===== config.mk =====
export PLATFORM = sky130hd
export DESIGN_NAME = graphic_lcd_page_writer
export DESIGN_NICKNAME = d
export VERILOG_FILES = /design/src/hw/rtl/glpw_pkg.sv /design/src/hw/rtl/glpw_lane.sv /design/src/hw/rtl/glpw_seq.sv /design/src/hw/rtl/graphic_lcd_page_writer.sv
export SDC_FILE = /design/constraint.sdc
export NUM_CORES = 1
export LEC_CHECK = 0
export BUFFER_PORTS_ARGS = -buffer_cell sky130_fd_sc_hd__buf_2
export CAP_MARGIN = 25
export CORE_MARGIN = 1.5
export CORE_UTILIZATION = 50
export CTS_BUF_LIST = sky130_fd_sc_hd__clkbuf_16
export CTS_CLUSTER_DIAMETER = 50
export DETAILED_ROUTE_END_ITERATION = 8
export HOLD_SLACK_MARGIN = 0.03
export PLACE_DENSITY = 0.75
export SYNTH_ARGS = -nofsm -noshare
export SYNTH_HDL_FRONTEND = slang
export SYNTH_SLANG_ARGS = --single-unit

===== constraint.sdc =====
create_clock -name clk -period 4.7 [get_ports clk]
set_input_delay 0.235 -clock clk [delete_from_list [all_inputs] [get_ports clk]]
set_output_delay 0.235 -clock clk [all_outputs]
set_load 0.005 [all_outputs]

===== src/hw/rtl/glpw_pkg.sv =====
// ---------------------------------------------------------------------------
// glpw_pkg
// shared types and constants of the graphic lcd page writer
// ---------------------------------------------------------------------------
`timescale 1ns / 1ps

package glpw_pkg;

	localparam int unsigned PIXEL_W              = 8;
	localparam int unsigned ROWS_PER_PAGE        = 8;
	localparam int unsigned CONTROLLER_COLUMNS_DEF = 64;

	// largest number of controllers that a frame can span
	localparam logic [1:0] MAX_CONTROLLERS = 2'd3;
	localparam logic [3:0] MAX_PAGES       = 4'd8;

	// register reset values
	localparam logic [7:0] THRESHOLD_RST   = 8'd127;
	localparam logic [1:0] CONTROLLERS_RST = 2'd3;
	localparam logic [3:0] PAGES_RST       = 4'd8;

	// register indexes
	localparam logic [1:0] REG_THRESHOLD   = 2'd0;
	localparam logic [1:0] REG_CONTROLLERS = 2'd1;
	localparam logic [1:0] REG_PAGES       = 2'd2;

	// display commands
	localparam logic [7:0] CMD_SET_PAGE = 8'hB8;
	localparam logic [7:0] CMD_SET_COL  = 8'h40;

	// packed column waiting for the sequencer
	typedef struct packed {
		logic [ROWS_PER_PAGE-1:0] bits;
		logic                     frame_start;
	} item_t;

endpackage


===== src/hw/rtl/glpw_lane.sv =====
// ---------------------------------------------------------------------------
// glpw_lane
// one threshold lane: a grey pixel lights its bit when above the threshold
// ---------------------------------------------------------------------------
`timescale 1ns / 1ps

module glpw_lane (
	input  logic [glpw_pkg::PIXEL_W-1:0] pixel,
	input  logic [glpw_pkg::PIXEL_W-1:0] threshold,
	output logic                         lit
);
	import glpw_pkg::*;

	assign lit = (pixel > threshold);

endmodule


===== src/hw/rtl/glpw_seq.sv =====
// ---------------------------------------------------------------------------
// glpw_seq
// bus write sequencer: position counters and the command / data beats
// ---------------------------------------------------------------------------
`timescale 1ns / 1ps

module glpw_seq #(
	parameter int unsigned CONTROLLER_COLUMNS = glpw_pkg::CONTROLLER_COLUMNS_DEF
) (
	input  logic                clk,
	input  logic                arst_n,
	input  logic                item_valid,
	input  glpw_pkg::item_t     item,
	output logic                item_ready,
	input  logic [1:0]          ctl_cfg,
	input  logic [3:0]          pages_cfg,
	output logic                out_valid,
	input  logic                out_ready,
	output logic [1:0]          chip_select,
	output logic                register_select,
	output logic [7:0]          bus_byte,
	output logic                last,
	output logic                frame_end
);
	import glpw_pkg::*;

	localparam int unsigned    COL_W    = $clog2(CONTROLLER_COLUMNS);
	localparam logic [COL_W-1:0] COL_LAST = COL_W'(CONTROLLER_COLUMNS - 1);

	typedef enum logic [1:0] {
		BEAT_PAGE,
		BEAT_COL,
		BEAT_DATA
	} beat_t;

	beat_t            beat_q;
	beat_t            kind;
	logic [2:0]       page_q;
	logic [1:0]       ctl_q;
	logic [COL_W-1:0] col_q;

	logic [2:0]       page_e;
	logic [1:0]       ctl_e;
	logic [COL_W-1:0] col_e;
	logic [1:0]       nctl;
	logic [3:0]       npg;
	logic             emit;
	logic             fend;
	logic             col_wrap;
	logic             ctl_wrap;
	logic             page_wrap;

	// frame start clears the position before this transaction is handled
	assign page_e = item.frame_start ? '0 : page_q;
	assign ctl_e  = item.frame_start ? '0 : ctl_q;
	assign col_e  = item.frame_start ? '0 : col_q;

	always_comb begin
		if (ctl_cfg == 2'd0) begin
			nctl = 2'd1;
		end else if (ctl_cfg > MAX_CONTROLLERS) begin
			nctl = MAX_CONTROLLERS;
		end else begin
			nctl = ctl_cfg;
		end
		if (pages_cfg == 4'd0) begin
			npg = 4'd1;
		end else if (pages_cfg > MAX_PAGES) begin
			npg = MAX_PAGES;
		end else begin
			npg = pages_cfg;
		end
	end

	assign emit       = item_valid && (!out_valid || out_ready);
	// commands only at the first column of a segment
	assign kind       = (beat_q == BEAT_PAGE && col_e != '0) ? BEAT_DATA : beat_q;
	assign item_ready = emit && (kind == BEAT_DATA);

	assign fend = ({1'b0, page_e} == npg - 4'd1) && (ctl_e == nctl - 2'd1) &&
		(col_e == COL_LAST);

	assign col_wrap  = (col_e == COL_LAST);
	assign ctl_wrap  = ({1'b0, ctl_e} + 3'd1) >= {1'b0, nctl};
	assign page_wrap = ({1'b0, page_e} + 4'd1) >= npg;

	always_ff @(posedge clk or negedge arst_n) begin
		if (!arst_n) begin
			beat_q          <= BEAT_PAGE;
			page_q          <= '0;
			ctl_q           <= '0;
			col_q           <= '0;
			out_valid       <= 1'b0;
			chip_select     <= '0;
			register_select <= 1'b0;
			bus_byte        <= '0;
			last            <= 1'b0;
			frame_end       <= 1'b0;
		end else begin
			if (emit) begin
				out_valid   <= 1'b1;
				chip_select <= ctl_e;
				unique case (kind)
					BEAT_PAGE: begin
						register_select <= 1'b0;
						bus_byte        <= {CMD_SET_PAGE[7:3], page_e};
						last            <= 1'b0;
						frame_end       <= 1'b0;
						beat_q          <= BEAT_COL;
					end
					BEAT_COL: begin
						register_select <= 1'b0;
						bus_byte        <= CMD_SET_COL;
						last            <= 1'b0;
						frame_end       <= 1'b0;
						beat_q          <= BEAT_DATA;
					end
					BEAT_DATA: begin
						register_select <= 1'b1;
						bus_byte        <= item.bits;
						last            <= 1'b1;
						frame_end       <= fend;
						beat_q          <= BEAT_PAGE;
						// advance column, then controller, then page
						if (col_wrap) begin
							col_q <= '0;
							if (ctl_wrap) begin
								ctl_q  <= '0;
								page_q <= page_wrap ? 3'd0 : page_e + 3'd1;
							end else begin
								ctl_q  <= ctl_e + 2'd1;
								page_q <= page_e;
							end
						end else begin
							col_q  <= col_e + COL_W'(1);
							ctl_q  <= ctl_e;
							page_q <= page_e;
						end
					end
					default: begin
						beat_q <= BEAT_PAGE;
					end
				endcase
			end else if (out_ready) begin
				out_valid <= 1'b0;
			end
		end
	end

endmodule


===== src/hw/rtl/graphic_lcd_page_writer.sv =====
// ---------------------------------------------------------------------------
// graphic_lcd_page_writer
// packs grey pixel columns into display bytes and sequences the bus writes
// ---------------------------------------------------------------------------
// channel   direction  handshake              payload
// in        sink       in_valid / in_ready    pixel_row0..7, frame_start
// out       source     out_valid / out_ready  chip_select, register_select,
//                                             bus_byte, last, frame_end
// cfg       sink       cfg_we                 cfg_index, cfg_data
//
// the output register issues one bus write per cycle while out_ready is high;
// a column at the start of a controller segment sends set page and set column
// before its data byte, any other column only its data byte.
// eight threshold lanes compare in the accept cycle; the packed byte waits
// in one input stage while the previous column is still being sent.
// arst_n clears counters and valids and loads the register defaults.
// ---------------------------------------------------------------------------
`timescale 1ns / 1ps

module graphic_lcd_page_writer #(
	parameter int unsigned CONTROLLER_COLUMNS = glpw_pkg::CONTROLLER_COLUMNS_DEF
) (
	input  logic       clk,
	input  logic       arst_n,
	input  logic       in_valid,
	output logic       in_ready,
	input  logic [7:0] pixel_row0,
	input  logic [7:0] pixel_row1,
	input  logic [7:0] pixel_row2,
	input  logic [7:0] pixel_row3,
	input  logic [7:0] pixel_row4,
	input  logic [7:0] pixel_row5,
	input  logic [7:0] pixel_row6,
	input  logic [7:0] pixel_row7,
	input  logic       frame_start,
	output logic       out_valid,
	input  logic       out_ready,
	output logic [1:0] chip_select,
	output logic       register_select,
	output logic [7:0] bus_byte,
	output logic       last,
	output logic       frame_end,
	input  logic       cfg_we,
	input  logic [1:0] cfg_index,
	input  logic [7:0] cfg_data
);
	import glpw_pkg::*;

	logic [PIXEL_W-1:0]       pix [ROWS_PER_PAGE];
	logic [ROWS_PER_PAGE-1:0] lit;

	logic [7:0] threshold_q;
	logic [1:0] controllers_q;
	logic [3:0] pages_q;

	logic  valid_s1;
	item_t item_s1;
	logic  item_ready;

	assign pix[0] = pixel_row0;
	assign pix[1] = pixel_row1;
	assign pix[2] = pixel_row2;
	assign pix[3] = pixel_row3;
	assign pix[4] = pixel_row4;
	assign pix[5] = pixel_row5;
	assign pix[6] = pixel_row6;
	assign pix[7] = pixel_row7;

	// top row lands in bit 0
	for (genvar g = 0; g < ROWS_PER_PAGE; g++) begin : g_lane
		glpw_lane u_lane (
			.pixel     (pix[g]),
			.threshold (threshold_q),
			.lit       (lit[g])
		);
	end

	always_ff @(posedge clk or negedge arst_n) begin
		if (!arst_n) begin
			threshold_q   <= THRESHOLD_RST;
			controllers_q <= CONTROLLERS_RST;
			pages_q       <= PAGES_RST;
		end else if (cfg_we) begin
			unique case (cfg_index)
				REG_THRESHOLD:   threshold_q   <= cfg_data;
				REG_CONTROLLERS: controllers_q <= cfg_data[1:0];
				REG_PAGES:       pages_q       <= cfg_data[3:0];
				default: begin
				end
			endcase
		end
	end

	assign in_ready = !valid_s1 || item_ready;

	always_ff @(posedge clk or negedge arst_n) begin
		if (!arst_n) begin
			valid_s1 <= 1'b0;
			item_s1  <= '0;
		end else if (in_valid && in_ready) begin
			valid_s1            <= 1'b1;
			item_s1.bits        <= lit;
			item_s1.frame_start <= frame_start;
		end else if (item_ready) begin
			valid_s1 <= 1'b0;
		end
	end

	glpw_seq #(
		.CONTROLLER_COLUMNS (CONTROLLER_COLUMNS)
	) u_seq (
		.clk             (clk),
		.arst_n          (arst_n),
		.item_valid      (valid_s1),
		.item            (item_s1),
		.item_ready      (item_ready),
		.ctl_cfg         (controllers_q),
		.pages_cfg       (pages_q),
		.out_valid       (out_valid),
		.out_ready       (out_ready),
		.chip_select     (chip_select),
		.register_select (register_select),
		.bus_byte        (bus_byte),
		.last            (last),
		.frame_end       (frame_end)
	);

endmodule


==> results of run 1 <==
## critical path, delay by kind of cell, from the launching register on
kind,cells,cell delay (ns)
DFF,1,0.55
adders and majority gates,2,0.63
AOI/OAI and AO/OA,2,0.21
and+or+nand+nor,3,1.09
## synth_stat cells (2+ instances only)
cell type   n  area share
mux2_2     10       0.029
nand4_1     2      0.0032
nand3b_1    3      0.0058
a31oi_1     3      0.0048
a22o_1     10       0.022
ha_1       74        0.24
nor2b_1     6      0.0096
nor2_1     25       0.024
dfrtp_1    40        0.26
dfstp_2    10       0.067
a21o_1      3      0.0058
a21oi_1    35       0.045
nand2b_1   17       0.027
o211ai_1    8       0.015
clkbuf_1    2      0.0019
o31ai_1     2      0.0039
a22oi_1     4      0.0077
xnor2_1     3      0.0067
buf_2       2      0.0026
and2_1      2      0.0032
buf_4       2      0.0039
nand3_1     4      0.0051
and3_1      3      0.0048
inv_1      26       0.025
a221o_1     4       0.010
nor3_1      3      0.0039
o21ai_0    30       0.039
and4_1      8       0.018
xor2_1      2      0.0045
nand2_1    52       0.050
## cell type report
cell class / instances / area (um2) / area share
clock buffer: 5 / 125.1 / 0.02669
multi-input combinational: 332 / 2490 / 0.5311
clock inverter: 3 / 68.82 / 0.01468
inverter: 26 / 97.59 / 0.02082
timing repair buffer: 98 / 515.5 / 0.1100
tap: 102 / 127.6 / 0.02722
sequential: 50 / 1264 / 0.2695
## where the power goes
| group | switching, mW | total, mW | internal (mW) |
|---|---|---|---|
| Sequential | 0.113 | 0.680 | 0.567 |
| Combinational | 0.466 | 0.835 | 0.370 |
| Clock | 0.156 | 0.462 | 0.306 |
| Total | 0.735 | 1.98 | 1.24 |
## layout by cell type, fill, tap and decap left out, types with 3 or more instances in the layout
master / count
a21o_1: 3
nor3_1: 3
ha_1: 74
clkbuf_16: 5
nand2_1: 52
and4_1: 8
and3_1: 3
dfrtp_1: 40
o21ai_0: 30
nand3b_1: 3
a22o_1: 10
dfstp_2: 10
a22oi_1: 4
nor2_1: 25
a31oi_1: 3
a221o_1: 4
a21oi_1: 35
buf_2: 94
nand2b_1: 17
nand3_1: 4
nor2b_1: 6
xnor2_1: 3
inv_1: 26
mux2_2: 10
o211ai_1: 8
## through the flow
step	setup slack, ns	utilization	power [mW]	hold WS [ns]	area (um2)
2_1_floorplan	2.313	-	1.257	-0.06059	3895
3_3_place_gp	2.226	0.5828	1.466	0.4425	4457
3_5_place_dp	2.152	0.5854	1.512	0.2572	4477
4_1_cts	2.100	0.6121	1.985	0.1432	4681
5_1_grt	1.865	0.6131	2.136	0.1669	4688
6_report	2.099	0.6131	1.977	0.1510	4688
## per-layer routing
| layer | GRT usage | share of wire | up-vias | wire, um |
|---|---|---|---|---|
| met3 | 0.04188 | 0.056 | 36 | 514 |
| met2 | 0.3937 | 0.46 | 118 | 4247 |
| li1 | - | - | 1697 | - |
| met4 | 0.1211 | 0.042 | 0 | 384 |
| met5 | 0 | 0 | - | 0 |
| met1 | 0.2877 | 0.44 | 1533 | 4031 |
## cells by family after synthesis
logic type,count (synthesis),share of synthesized area
AO/OA/AOI/OAI,106,0.1725
XOR/XNOR,5,0.01125
adder cells (fa/ha/maj),75,0.2429
buffers and inverters,33,0.03630
flip-flops,50,0.3244
multiplexers,10,0.02891
AND/OR/NAND/NOR,136,0.1837
## worst max path at each step
stage | start | end | slack, ns | cells after the start
2_1_floorplan | item_s1[0] | u_seq.page_q[2] | 2.31 | 9
6_report | item_s1[0] | u_seq.page_q[2] | 2.10 | 7
5_1_grt | item_s1[0] | u_seq.page_q[2] | 1.87 | 7
3_3_place_gp | item_s1[0] | u_seq.page_q[2] | 2.23 | 8
3_5_place_dp | item_s1[0] | u_seq.page_q[2] | 2.15 | 8
4_1_cts | item_s1[0] | u_seq.page_q[2] | 2.10 | 7
## state kept, by name, summed over array words and instances (netlist names), 3 cells and up
name	count
pages_q	4
u_seq.col_q	6
u_seq.bus_byte	8
threshold_q	8
item_s1	9
u_seq.page_q	3
==> metrics.txt, run 1 <==
CP Capture Type flop; CTS Sinks 50; Worst Clk Skew 0.002543 ns; number of flops mapped to enable cells by yosys 0; Hold Path Origin cfg_data[7]; ys async rst share 1.000; syn_nets 570; unrepaired setup endpoints after global routing false; Final min period 2.601 ns; final worst path period share 0.5535; kind of critical path flop to flop; outcome finished, final reports clean; total placed cells including tap cells 606; Synth Cell Area 3895 um2; Worst Max-Slew Pin Slew 0.5672 ns; r2r startpoint item_s1[0]; Clock Path Buffers 2; slowest cell on the critical path dfrtp_1; post-route ant nets 0; initial antenna violation count 0; number of detailed-route iterations in the first pass 4; post-DP HPWL 7.241 mm; Chip Width 91.26 um; Slew headroom 0.6198; WL/cell 14.90 um; Starting DRT DRC Count 116; gr ovfl total 0; Final Hold Violating Endpoints 0; max incr delay on CP 0.55 ns; worst reg2reg path depth 7; worst vdd ir 0.2282 mV; GP Congestion 0.8784; die area 8328 um2; layout cells sized above 1 0.2607; initial core utilization 0.5093; Synth warnings 0; Synth Instances 415; Post-synth top flop dfrtp_1; fmax 0.3844 GHz; total CTS buffers 5; Worst R2R Setup Slack 2.10 ns; leakage 2.386 nW; area grow syn2layout 20.37%; Hold Buf Count CTS 1; Final Net Count 668; Clock Latency Late Sink 0.28 ns; sequential-to-total area share from yosys stat 0.3244; synth unique cells 50; # fillers 670; post-CTS setup buffer count 0; drc violations 0; reg-to-reg endpoint u_seq.page_q[2]; Cell Chain, Critical Path nor2b_1 -> ha_1 -> ha_1 -> a2111oi_0 -> nor3_1 -> o2bb2ai_1 -> or3b_1; Worst Setup Start Kind flop; Vias/cell 5.494; TritonCTS clock tree yes; first-pass GRT wire length 15.80 mm; CP most frequent cell ha_1; max_cap viols 0; I/O Buffers 94; worst hold path type primary input to flop; htree depth 2; fin cells 616; Clock transition at path regs 0.06 ns; Final Max Tran Viols 0; via count 3384; hold path depth 3; Min-Delay Endpoint threshold_q[7]; CP max FO 15; All-Layer GR Usage 0.2350; setup_tns 0 ns; syn avg cell area 9.386 um2; power per cell area 421.8 nW/um2; Worst Path Required 4.87 ns; area of the core 7647 um2; Routed WL 9.176 mm; largest net degree at the start of global routing 28; Synth Register Bits 50; setup violators final 0; Root Driver clkbuf_16; vias in the first global route 3518; arrival time worst endpoint 2.77 ns; Antenna Cells 0; Die Ht 91.26 um; Post-CTS Resized 0; # IOs 95; FP Rows 32
No activity file was read; power rests on OpenSTA's default activity.
==> inputs of run 2 (changes only) <==
CORE_UTILIZATION = 49   (was 50)
PLACE_DENSITY = 0.77   (was 0.75)
clock period = 2.3 ns   (was 4.7 ns; I/O delays follow)
==> run 2 against run 1 <==
  * Critical endpoint unchanged
  * Highest routed layer unchanged
  * Clock skew up 0.0078 ns
  * Largest cell class unchanged
  * Register-to-register slack lost 2.0 ns
  * Sequential cell count stayed put
==> metrics.txt, run 2 (same netlist as run 1, synthesis figures left out) <==
CP Capture Type flop; largest net degree at the start of global routing 35 (+25%); Vias/cell 5.561 (+1.2%); most frequent cells in the layout buf_2, ha_1, nand2_1; # IOs 95 (unchanged); Clock transition at path regs 0.07 ns (about the same); worst vdd ir 0.3919 mV (+72%); Final Power 4.059 mW (+110%); CTS Sinks 50 (unchanged); slowest cell on the critical path dfrtp_2; initial antenna violation count 0 (unchanged); leakage 2.429 nW (+1.8%); CP max FO 6 (-9); Biggest register item_s1; Antenna Cells 0 (unchanged); Routed WL 9.316 mm (+1.5%); Clock Path Buffers 2 (unchanged); via count 3481 (+2.9%); Post-DP Area 4542 um2 (+1.5%); CP Buf/Inv Count 0 (unchanged); hold slack 0.03937 ns (-0.1116 ns); TritonCTS clock tree yes; Setup WS post-layout 0.1060 ns (-1.993 ns); Final Net Count 678 (+1.5%); Chip Width 92.16 um (+0.98%); worst slack, placed -0.02581 ns (-2.178 ns); Cell Chain, Critical Path nor2b_1 -> ha_1 -> xor2_1 -> ha_2 -> a2111oi_2 -> nor3_2 -> nor4_1 -> or3b_1; area grow syn2layout 22.39%; initial core utilization 0.5040 (-0.005278); drc violations 0 (unchanged); post-route ant nets 0 (unchanged); setup violators final 0 (unchanged); post-CTS setup buffer count 0 (unchanged); GP Congestion 0.8255 (-6.0%); max_cap viols 0 (unchanged); layout cells sized above 1 0.2901 (+0.02938); Slew headroom 0.6322 (+0.01234); outcome finished, final reports clean; worst hold path type primary input to flop; power per cell area 851.5 nW/um2 (+100%); Die Ht 92.16 um (+0.98%); Clock Latency Late Sink 0.30 ns (+0.02 ns); max reg flops 9 (unchanged); WL/cell 14.88 um (about the same); Final Max Tran Viols 0 (unchanged); Final Hold Violating Endpoints 0 (unchanged); first-pass GRT wire length 15.60 mm (-1.3%); Top Registers item_s1: 9 flops, threshold_q: 8 flops, u_seq.bus_byte: 8 flops; Worst Setup Start Kind flop; die area 8493 um2 (+2.0%); final instance area 4767 um2 (+1.7%); Worst Clk Skew 0.01031 ns (+0.007768 ns); Root Driver clkbuf_16; total CTS buffers 5 (unchanged); gr ovfl total 0 (unchanged); kind of critical path flop to flop; All-Layer GR Usage 0.2309 (-0.004123); fmax 0.4558 GHz (+19%); vias in the first global route 3463 (-1.6%); arrival time worst endpoint 2.37 ns (-0.40 ns); post-DP HPWL 7.347 mm (+1.5%); number of detailed-route iterations in the first pass 4 (unchanged); htree depth 2 (unchanged); I/O Buffers 94 (unchanged); most common cell after layout, fill and taps aside buf_2; Worst Path Required 2.48 ns (-2.39 ns); Worst Max-Slew Pin Slew 0.5488 ns (-0.01841 ns); final worst path period share 0.9539 (+0.4004); delay-heaviest family, CP simple AND/OR/NAND/NOR gates; area of the core 7727 um2 (+1.0%); Starting DRT DRC Count 119 (+2.6%); Final min period 2.194 ns (-0.4075 ns); max incr delay on CP 0.47 ns (-0.08 ns); FP Rows 32 (unchanged)
[run 2: worst paths after layout]
path / start / endpoint / slack (ns) / depth (start not counted)
setup / recovery: item_s1[0] / u_seq.page_q[2] / 0.11 / 8
hold / removal: cfg_data[5] / threshold_q[5] / 0.04 / 3
setup reg to reg: item_s1[0] / u_seq.page_q[2] / 0.11 / 8
min in group asynchronous: arst_n / u_seq.bus_byte[6] / 0.27 / 2
hold reg to reg: u_seq.frame_end / u_seq.frame_end / 0.48 / 2
max in group asynchronous: arst_n / threshold_q[1] / 1.25 / 3
[run 2: layer usage]
layer | GRT usage | wire [um] | share of wire
met5 | 0 | 0 | 0
met3 | 0.03648 | 409 | 0.044
met4 | 0.1103 | 286 | 0.031
met1 | 0.2756 | 3955 | 0.42
met2 | 0.4031 | 4665 | 0.50
[run 2: timing repair]
item / 4_1_cts / 5_1_grt
endpoints found under the setup margin: 2 / 5
pin swaps: 0 / 1
gates resized for setup: 2 / 8
endpoints found under the hold margin: 15 / 0
hold buffers: 2 / 0
[run 2: worst reg2reg max path, stage by stage (launching register included)]
cell	delay (ns)
dfrtp_2	0.47
nor2b_1	0.19
ha_1	0.24
xor2_1	0.20
ha_2	0.23
a2111oi_2	0.05
nor3_2	0.27
nor4_1	0.09
or3b_1	0.37
[run 2: final cells by class]
cell class	count	area, um2
clock buffer	5	125.1
clock inverter	3	43.79
fill	661	2960
inverter	26	97.59
multi-input combinational	332	2527
sequential	50	1265
tap	102	127.6
timing repair buffer	108	580.6
[run 2: metrics by stage]
step | utilization | TNS, ns | cells
final | 0.6169 | 0 | 626
after global routing | 0.6169 | -0.02532 | 626
after CTS | 0.6130 | 0 | 626
after detailed placement | 0.5878 | -0.02581 | 616
after global placement | 0.5878 | 0 | 616
after floorplan | - | 0 | 415
[run 2: report_power, final]
group / total (mW) / switching [mW] / internal, mW
combinational: 1.83 / 1.02 / 0.808
clock: 0.854 / 0.339 / 0.515
sequential: 1.37 / 0.215 / 1.16
total: 4.06 / 1.58 / 2.48
==> inputs of run 3 (changes only) <==
PLACE_DENSITY = default   (was 0.77)
PLACE_DENSITY_LB_ADDON = 0.3   (was default)
==> run 3 against run 2 <==
  * Die area unchanged
  * Utilization increased by 0.36 points
  * First-iteration DRC count increased by 18%
  * Sequential power about the same
  * Global-route usage increased by 0.069 points
  * Total power decreased by 0.42%
  * Sequential cell count unchanged
  * Register-to-register slack got worse by 0.02 ns
  * Fmax decreased by 0.78%
  * Critical path depth decreased by 1
  * Critical endpoint unchanged
  * Highest routed layer unchanged
==> metrics.txt, run 3 (same netlist as run 1, synthesis figures left out) <==
Worst Clk Skew 0.006027 ns (-0.004284 ns); WL/cell 14.92 um (+0.25%); Setup WS post-layout 0.08877 ns (-0.01725 ns); Clock Path Buffers 2 (unchanged); number of detailed-route iterations in the first pass 5 (+1); Min-Delay Endpoint threshold_q[7]; Worst R2R Setup Slack 0.09 ns (-0.02 ns); total CTS buffers 5 (unchanged); Worst Max-Slew Pin Slew 0.6223 ns (+0.07359 ns); final instance area 4795 um2 (+0.58%); Hold Path Origin cfg_data[7]; fin cells 628 (+0.32%); fmax 0.4522 GHz (-0.78%); Cell Chain, Critical Path nor2b_2 -> ha_2 -> ha_1 -> a2111oi_2 -> nor3_2 -> nor4_1 -> or3b_1; area of the core 7727 um2 (unchanged); htree depth 2 (unchanged); Routed WL 9.369 mm (+0.57%); Final Max Tran Viols 0 (unchanged); Starting DRT DRC Count 141 (+18%); hold slack 0.03699 ns (-0.002379 ns); area grow syn2layout 23.10%; first-pass GRT wire length 15.69 mm (+0.58%); Final Hold Violating Endpoints 0 (unchanged); # IOs 95 (unchanged); Final Power 4.042 mW (-0.42%); CP max FO 6 (unchanged); slowest cell on the critical path dfrtp_2; hold path depth 3 (unchanged); initial core utilization 0.5040 (unchanged); FP Rows 32 (unchanged); GP Congestion 0.8288 (+0.40%); most frequent cells in the layout buf_2, ha_1, nand2_1; All-Layer GR Usage 0.2316 (+0.0006901); largest net degree at the start of global routing 51 (+46%); most common cell after layout, fill and taps aside buf_2; Biggest register item_s1; leakage 2.436 nW (+0.31%); total placed cells including tap cells 618 (+0.32%); I/O Buffers 94 (unchanged); setup violators final 0 (unchanged); Die Ht 92.16 um (unchanged); Clock transition at path regs 0.07 ns (about the same); worst slack, placed 0.04087 ns (+0.06668 ns); vias in the first global route 3449 (-0.40%); via count 3390 (-2.6%); Final Net Count 680 (+0.29%); layout cells sized above 1 0.2966 (+0.006502); kind of critical path flop to flop; Clock Latency Late Sink 0.29 ns (about the same); Util after Layout 0.6205 (+0.003562); Vias/cell 5.398 (-2.9%); post-DP HPWL 7.212 mm (-1.8%); reg-to-reg endpoint u_seq.page_q[2]; Chip Width 92.16 um (unchanged); max reg flops 9 (unchanged); Worst Path Required 2.53 ns (+0.05 ns); delay-heaviest family, CP simple AND/OR/NAND/NOR gates; TritonCTS clock tree yes; final worst path period share 0.9614 (+0.007499); outcome finished, final reports clean; die area 8493 um2 (unchanged); # fillers 681 (+3.0%); CP Capture Type flop; Post-DP Area 4557 um2 (+0.33%); worst hold path type primary input to flop; max incr delay on CP 0.47 ns (about the same); Worst Setup Start Kind flop; worst vdd ir 0.4028 mV (+2.8%); worst reg2reg path depth 7 (-1); Final min period 2.211 ns (+0.01725 ns); Antenna Cells 0 (unchanged); CTS Sinks 50 (unchanged); initial antenna violation count 0 (unchanged); drc violations 0 (unchanged); gr ovfl total 0 (unchanged); CP Buf/Inv Count 0 (unchanged); r2r startpoint item_s1[0]; post-route ant nets 0 (unchanged); Root Driver clkbuf_16; max_cap viols 0 (unchanged); power per cell area 843.0 nW/um2 (-0.99%); Slew headroom 0.5851 (-0.04707); post-CTS setup buffer count 0 (unchanged); Top Registers item_s1: 9 flops, threshold_q: 8 flops, u_seq.bus_byte: 8 flops; setup_tns 0 ns (unchanged); arrival time worst endpoint 2.44 ns (+0.07 ns)
==> run 3: changes by cell type in the layout (fill, tap and decap cells not counted) <==
cell | previous run | this run
buf_4 | 12 | 14
nand3_1 | 4 | 3
nand3_2 | 1 | 2
nor2b_1 | 3 | 2
nor2b_4 | 0 | 1
==> run 3: power breakdown <==
group          internal, mW  switching (mW)  total (mW)
clock network         0.515           0.327       0.842
registers              1.16           0.226        1.39
logic                 0.817           0.997        1.81
total                  2.49            1.55        4.04
==> run 3: final cells by class <==
type / instances / area (um2) / share of cell area
Tap cell: 102 / 127.6 / 0.02662
Clock inverter: 3 / 43.79 / 0.009134
Clock buffer: 5 / 125.1 / 0.02610
Multi-Input combinational cell: 332 / 2540 / 0.5298
Timing Repair Buffer: 110 / 595.6 / 0.1242
Sequential cell: 50 / 1265 / 0.2638
Inverter: 26 / 97.59 / 0.02035
==> run 3: worst max path at each step <==
| stage | from | end | slack [ns] | cells after the start |
|---|---|---|---|---|
| global route | item_s1[0] | u_seq.page_q[2] | -0.03 | 7 |
| global placement | item_s1[0] | u_seq.page_q[2] | 0.13 | 8 |
| detailed placement | item_s1[0] | u_seq.page_q[2] | 0.04 | 6 |
| floorplan | item_s1[0] | u_seq.page_q[2] | 0.009 | 7 |
| CTS | item_s1[0] | u_seq.page_q[1] | 0.005 | 7 |
| finish | item_s1[0] | u_seq.page_q[2] | 0.09 | 7 |
==> run 3: what timing repair did <==
| item | in CTS | in global routing |
|---|---|---|
| setup endpoints to repair | 0 | 6 |
| resized for setup | 0 | 13 |
| hold endpoints to repair | 41 | 0 |
| hold buffers | 2 | 0 |
==> run 3: layer usage <==
layer,global-route usage,vias to the layer above,routed length (um)
met5,0,-,0
met4,0.05769,0,109
met3,0.04146,12,415
met2,0.4167,86,4763
met1,0.2842,1564,4080
li1,-,1728,-
==> run 3: worst reg2reg max path, delay by kind of cell (launching register included) <==
family,cells,cell delay [ns]
AO/OA/AOI/OAI,1,0.36
adder cells (fa/ha/maj),2,0.61
flip-flops,1,0.47
AND/OR/NAND/NOR,4,0.72
